==> src/rtl/core/hkt_pkg.sv <==
`timescale 1ns / 1ps

package hkt_pkg;

  // Request codes carried in the action field.
  localparam logic [2:0] ACT_INSERT  = 3'd0;
  localparam logic [2:0] ACT_REPLACE = 3'd1;
  localparam logic [2:0] ACT_FIND    = 3'd2;
  localparam logic [2:0] ACT_DELETE  = 3'd3;
  localparam logic [2:0] ACT_CLEAR   = 3'd4;

  // FNV-1 64-bit: the prime is 2^40 + 0x1B3, so a multiply is a shift plus a narrow product.
  localparam logic [63:0] FNV_BASIS       = 64'hCBF29CE484222325;
  localparam int          FNV_PRIME_SHIFT = 40;
  localparam logic [8:0]  FNV_PRIME_LO    = 9'h1B3;

  typedef struct packed {
    logic [2:0]  action;
    logic [63:0] key;
    logic [15:0] handle;
  } req_t;

  typedef struct packed {
    logic        found;
    logic [15:0] old_handle;
    logic        status;
    logic [8:0]  entry_count;
  } rsp_t;

  // Commands from the controller to the datapath.
  typedef struct packed {
    logic load;
    logic hash_step;
    logic mod_step;
    logic clr_step;
    logic rd_head;
    logic walk_init;
    logic rd_slot;
    logic walk_adv;
    logic take_hit;
    logic set_full;
    logic scan_rd;
    logic scan_adv;
    logic wr_new;
    logic wr_repl;
    logic wr_del;
    logic load_rsp;
  } cmd_t;

  // Status from the datapath to the controller.
  typedef struct packed {
    logic [2:0] act;
    logic       hash_last;
    logic       mod_last;
    logic       clr_last;
    logic       walk_end;
    logic       hit;
    logic       used;
    logic       found;
    logic       full;
  } sts_t;

endpackage

==> src/rtl/core/hkt_ctrl.sv <==
`timescale 1ns / 1ps

module hkt_ctrl
  import hkt_pkg::*;
(
  input  logic clk,
  input  logic rst,
  input  logic req_valid,
  output logic req_stall,
  output logic rsp_valid,
  input  logic rsp_stall,
  input  sts_t sts,
  output cmd_t cmd
);

  localparam logic [3:0] S_IDLE  = 4'd0;
  localparam logic [3:0] S_DEC   = 4'd1;
  localparam logic [3:0] S_CLR   = 4'd2;
  localparam logic [3:0] S_HASH  = 4'd3;
  localparam logic [3:0] S_MOD   = 4'd4;
  localparam logic [3:0] S_HEAD  = 4'd5;
  localparam logic [3:0] S_WINIT = 4'd6;
  localparam logic [3:0] S_WALK  = 4'd7;
  localparam logic [3:0] S_CMP   = 4'd8;
  localparam logic [3:0] S_ACT   = 4'd9;
  localparam logic [3:0] S_SCAN  = 4'd10;
  localparam logic [3:0] S_DONE  = 4'd11;

  logic [3:0] state;
  logic [3:0] state_next;
  logic       reply;
  logic       reply_next;
  logic       is_new;

  assign req_stall = (state != S_IDLE);
  assign is_new    = (sts.act == ACT_INSERT) || (sts.act == ACT_REPLACE);

  always_comb begin
    cmd        = '0;
    state_next = state;
    reply_next = reply;
    case (state)
      S_IDLE: begin
        if (req_valid) begin
          cmd.load   = 1'b1;
          state_next = S_DEC;
        end
      end
      S_DEC: begin
        if (sts.act == ACT_CLEAR) begin
          reply_next = 1'b1;
          state_next = S_CLR;
        end else if (sts.act inside {ACT_INSERT, ACT_REPLACE, ACT_FIND, ACT_DELETE}) begin
          state_next = S_HASH;
        end else begin
          state_next = S_DONE;
        end
      end
      S_CLR: begin
        cmd.clr_step = 1'b1;
        if (sts.clr_last) begin
          state_next = reply ? S_DONE : S_IDLE;
        end
      end
      S_HASH: begin
        cmd.hash_step = 1'b1;
        if (sts.hash_last) begin
          state_next = S_MOD;
        end
      end
      S_MOD: begin
        cmd.mod_step = 1'b1;
        if (sts.mod_last) begin
          state_next = S_HEAD;
        end
      end
      S_HEAD: begin
        cmd.rd_head = 1'b1;
        state_next  = S_WINIT;
      end
      S_WINIT: begin
        cmd.walk_init = 1'b1;
        state_next    = S_WALK;
      end
      S_WALK: begin
        if (sts.walk_end) begin
          state_next = S_ACT;
        end else begin
          cmd.rd_slot = 1'b1;
          state_next  = S_CMP;
        end
      end
      S_CMP: begin
        if (sts.hit) begin
          cmd.take_hit = 1'b1;
          state_next   = S_ACT;
        end else begin
          cmd.walk_adv = 1'b1;
          state_next   = S_WALK;
        end
      end
      S_ACT: begin
        state_next = S_DONE;
        if (sts.found) begin
          cmd.wr_repl = (sts.act == ACT_REPLACE);
          cmd.wr_del  = (sts.act == ACT_DELETE);
        end else if (is_new) begin
          if (sts.full) begin
            cmd.set_full = 1'b1;
          end else begin
            cmd.scan_rd = 1'b1;
            state_next  = S_SCAN;
          end
        end
      end
      S_SCAN: begin
        if (sts.used) begin
          cmd.scan_adv = 1'b1;
        end else begin
          cmd.wr_new = 1'b1;
          state_next = S_DONE;
        end
      end
      S_DONE: begin
        if (!rsp_valid || !rsp_stall) begin
          cmd.load_rsp = 1'b1;
          state_next   = S_IDLE;
        end
      end
      default: begin
        state_next = S_IDLE;
      end
    endcase
  end

  always_ff @(posedge clk) begin
    if (rst) begin
      state     <= S_CLR;
      reply     <= 1'b0;
      rsp_valid <= 1'b0;
    end else begin
      state <= state_next;
      reply <= (state_next == S_IDLE) ? 1'b0 : reply_next;
      if (cmd.load_rsp) begin
        rsp_valid <= 1'b1;
      end else if (!rsp_stall) begin
        rsp_valid <= 1'b0;
      end
    end
  end

endmodule

==> config.mk <==
export PLATFORM = sky130hd
export DESIGN_NAME = hkt_ctrl
export DESIGN_NICKNAME = d
export VERILOG_FILES = /design/src/rtl/core/hkt_pkg.sv /design/src/rtl/core/hkt_ctrl.sv
export SDC_FILE = /design/constraint.sdc
export NUM_CORES = 1
export LEC_CHECK = 0
export ABC_AREA = 1
export BUFFER_PORTS_ARGS = -buffer_cell sky130_fd_sc_hd__buf_2
export CAP_MARGIN = 20
export CORE_UTILIZATION = 46
export CTS_BUF_LIST = sky130_fd_sc_hd__clkbuf_8 sky130_fd_sc_hd__clkbuf_16
export DETAILED_ROUTE_END_ITERATION = 6
export HOLD_SLACK_MARGIN = 0.1
export PLACE_DENSITY = 0.82
export SYNTH_ARGS = -nofsm -noshare
export SYNTH_HDL_FRONTEND = slang
export SYNTH_SLANG_ARGS = --single-unit
==> constraint.sdc <==
create_clock -name clk -period 3.01 [get_ports clk]
set_input_delay 0.7525 -clock clk [delete_from_list [all_inputs] [get_ports clk]]
set_output_delay 0.7525 -clock clk [all_outputs]
set_load 0.01 [all_outputs]
==> qor.yml <==
status: "complete, no violations"
met2_wirelength_um: 662
crit_path_max_fanout: 4
setup_tns_ps: 0
finalHoldViolCount: 0
clock_latency_ps: 220
path_cells: "buf_2, nor2_1, nand2_1, nor3_1, buf_2"
synth_compound_area_frac: 0.0661
numCtsBuffers: 3
fp.dieW_um: 38.3
holdWs_ps: 476
ys_seq_area_frac: 0.198
synth-seq-cells: 6
syn_nets: 135
syn_area_per_cell_um2: 5.05
r2r_slack_ps: 1700
synthMuxAreaShare: 0
critPathSlowestCell: "nor3_1"
final_cell_mix: "buf_2, nand2_1, inv_1, nor2_1, nand3_1"
cellPowerDensity_mw_per_mm2: 695
antenna_found_initial: 0
place.gp.congestion: 0.851
detail_route.wirelength_mm: 1.44
grt_max_degree: 8
die-height_um: 38.3
synth_warnings: 0
grt_setup_unrepaired: "no"
setup.worst_path.start: "sts[9]"
rr_startpoint: "state[2]$_SDFF_PP0_"
setup_ws_ps: 885
dr.pass1.iters: 4
root_buffer: "clkbuf_8"
hold_path_class: "reg2reg"
grt_usage: 0.235
timing.critical_path.mode_cell: "buf_2"
yosys.area_share.adder: 0
p_leak_uw: 0.000570
setup.worst_path.class: "in2out"
synthSimpleGateAreaFrac: 0.568
max_freq_mhz: 471
tightest_slew_ps: 266
grt_pass1_vias: 624
drc: 0
synth.distinct_cells: 13
reg2reg_depth: 7
setup_viol: 0
vdd_drop_max_mv: 0.663
mostFrequentLayoutCell: "buf_2"
clk_pin_slew_ps: 40
worstPathArrival_ps: 1370
synthToLayoutAreaGrowth_pct: 36.2
vias: 783
cts_resized: 0
start_util: 0.517
die_area_mm2: 0.00147
p_total_uw: 573
wl_met3_um: 73
cap_violations: 0
holdBufCountCts: 0
num-fill-cells: 108
min_period_ps: 2130
worstSetupEndpointType: "output port"
grt_remaining_overflow: 0
slew_violations: 0
relSlewSlack: 0.822
htreeDepth: 1
pre_cts_ws_ps: 894
min_path_cells: 2
grt_pass1_wl_mm: 2.42
detail-route-antenna-nets: 0
num_rows: 12
synth_top_family_by_area: "simple AND/OR/NAND/NOR gates"
synthXorXnorAreaFrac: 0
cts_sinks: 6
antenna_cells: 0
io_pins: 33
vias_per_cell: 4.63
worstPathRequired_ps: 2260
dr.max_layer_used: "met4"
met1_length_um: 682
hpwl_mm: 1.23
critPathCapture: "cmd[6]"
synthCells: 120
num-nets-final: 172
post_cts_buffers: 0
clk_path_buf_depth: 2
cts_tree: "yes"
core_mm2: 0.00117
numPortBuffers: 32
wl_per_cell_um: 8.51
start_kind: "input port"
fin_crit_sh: 0.706
drive_gt1_frac: 0.290
synth_area_um2: 606
reg2reg_to: "reply$_SDFFE_PP0P_"
skew_ps: 2.56
drt_iter0_drc: 22
max_stage_delay_ps: 150
==> per-stage QoR <==
| stage | area, um^2 | util | instances |
|---|---|---|---|
| after floorplan | 606 | - | 120 |
| after global placement | 783 | 0.669 | 166 |
| after detailed placement | 783 | 0.669 | 166 |
| after CTS | 825 | 0.704 | 169 |
| after global routing | 825 | 0.704 | 169 |
| final | 825 | 0.704 | 169 |
==> kinds of logic after synthesis <==
| kind of cell | Yosys count |
|---|---|
| and+or+nand+nor | 79 |
| buffers and inverters | 27 |
| AOI/OAI and AO/OA | 8 |
| DFF | 6 |
==> flip-flops by register name (all words and copies together) (netlist names) <==
register / flops
reply: 1
rsp_valid: 1
state: 4
==> power breakdown <==
part / total [uW] / internal, uW / switching, uW
clock network: 119 / 85.8 / 33.3
logic: 323 / 115 / 208
registers: 131 / 101 / 30.1
==> worst min path at each step <==
stage	from	to	slack, ps
after floorplan	rsp_valid$_SDFFE_PP0P_	rsp_valid$_SDFFE_PP0P_	500
after global placement	rsp_valid$_SDFFE_PP0P_	rsp_valid$_SDFFE_PP0P_	460
after detailed placement	rsp_valid$_SDFFE_PP0P_	rsp_valid$_SDFFE_PP0P_	470
after CTS	rsp_valid$_SDFFE_PP0P_	rsp_valid$_SDFFE_PP0P_	480
after global routing	rsp_valid$_SDFFE_PP0P_	rsp_valid$_SDFFE_PP0P_	510
final	rsp_valid$_SDFFE_PP0P_	rsp_valid$_SDFFE_PP0P_	480
==> worst max-delay path: cells and delay by family <==
| kind | cells | cell delay, ps |
|---|---|---|
| and+or+nand+nor | 3 | 350 |
| buffers and inverters | 2 | 270 |
==> cell usage after synthesis <==
cell | n | share of area
inv_1 | 25 | 0.15
and2_2 | 1 | 0.012
dfxtp_1 | 6 | 0.20
a21oi_1 | 3 | 0.025
inv_2 | 2 | 0.012
nand2_1 | 31 | 0.19
o21ai_0 | 5 | 0.041
nor2_4 | 1 | 0.019
nor3_1 | 4 | 0.033
nand3_1 | 10 | 0.083
nor2_1 | 25 | 0.15
nand3b_1 | 1 | 0.012
nor2_2 | 6 | 0.062
==> routing by layer <==
| layer | vias to the layer above | GRT usage |
|---|---|---|
| met3 | 4 | 0.0349 |
| met2 | 24 | 0.377 |
| met4 | 0 | 0.107 |
| met5 | - | 0 |
| met1 | 325 | 0.307 |
| li1 | 430 | - |
==> cell type report <==
type                    count  area (um^2)  area share
flip-flops and latches      6          120       0.146
repair buffers             32          160       0.194
multi-input cells          87          384       0.466
well taps                  14         17.5      0.0212
clock buffers               3         41.3      0.0501
inverters                  27          101       0.123
(Power assumes the default switching activity.)
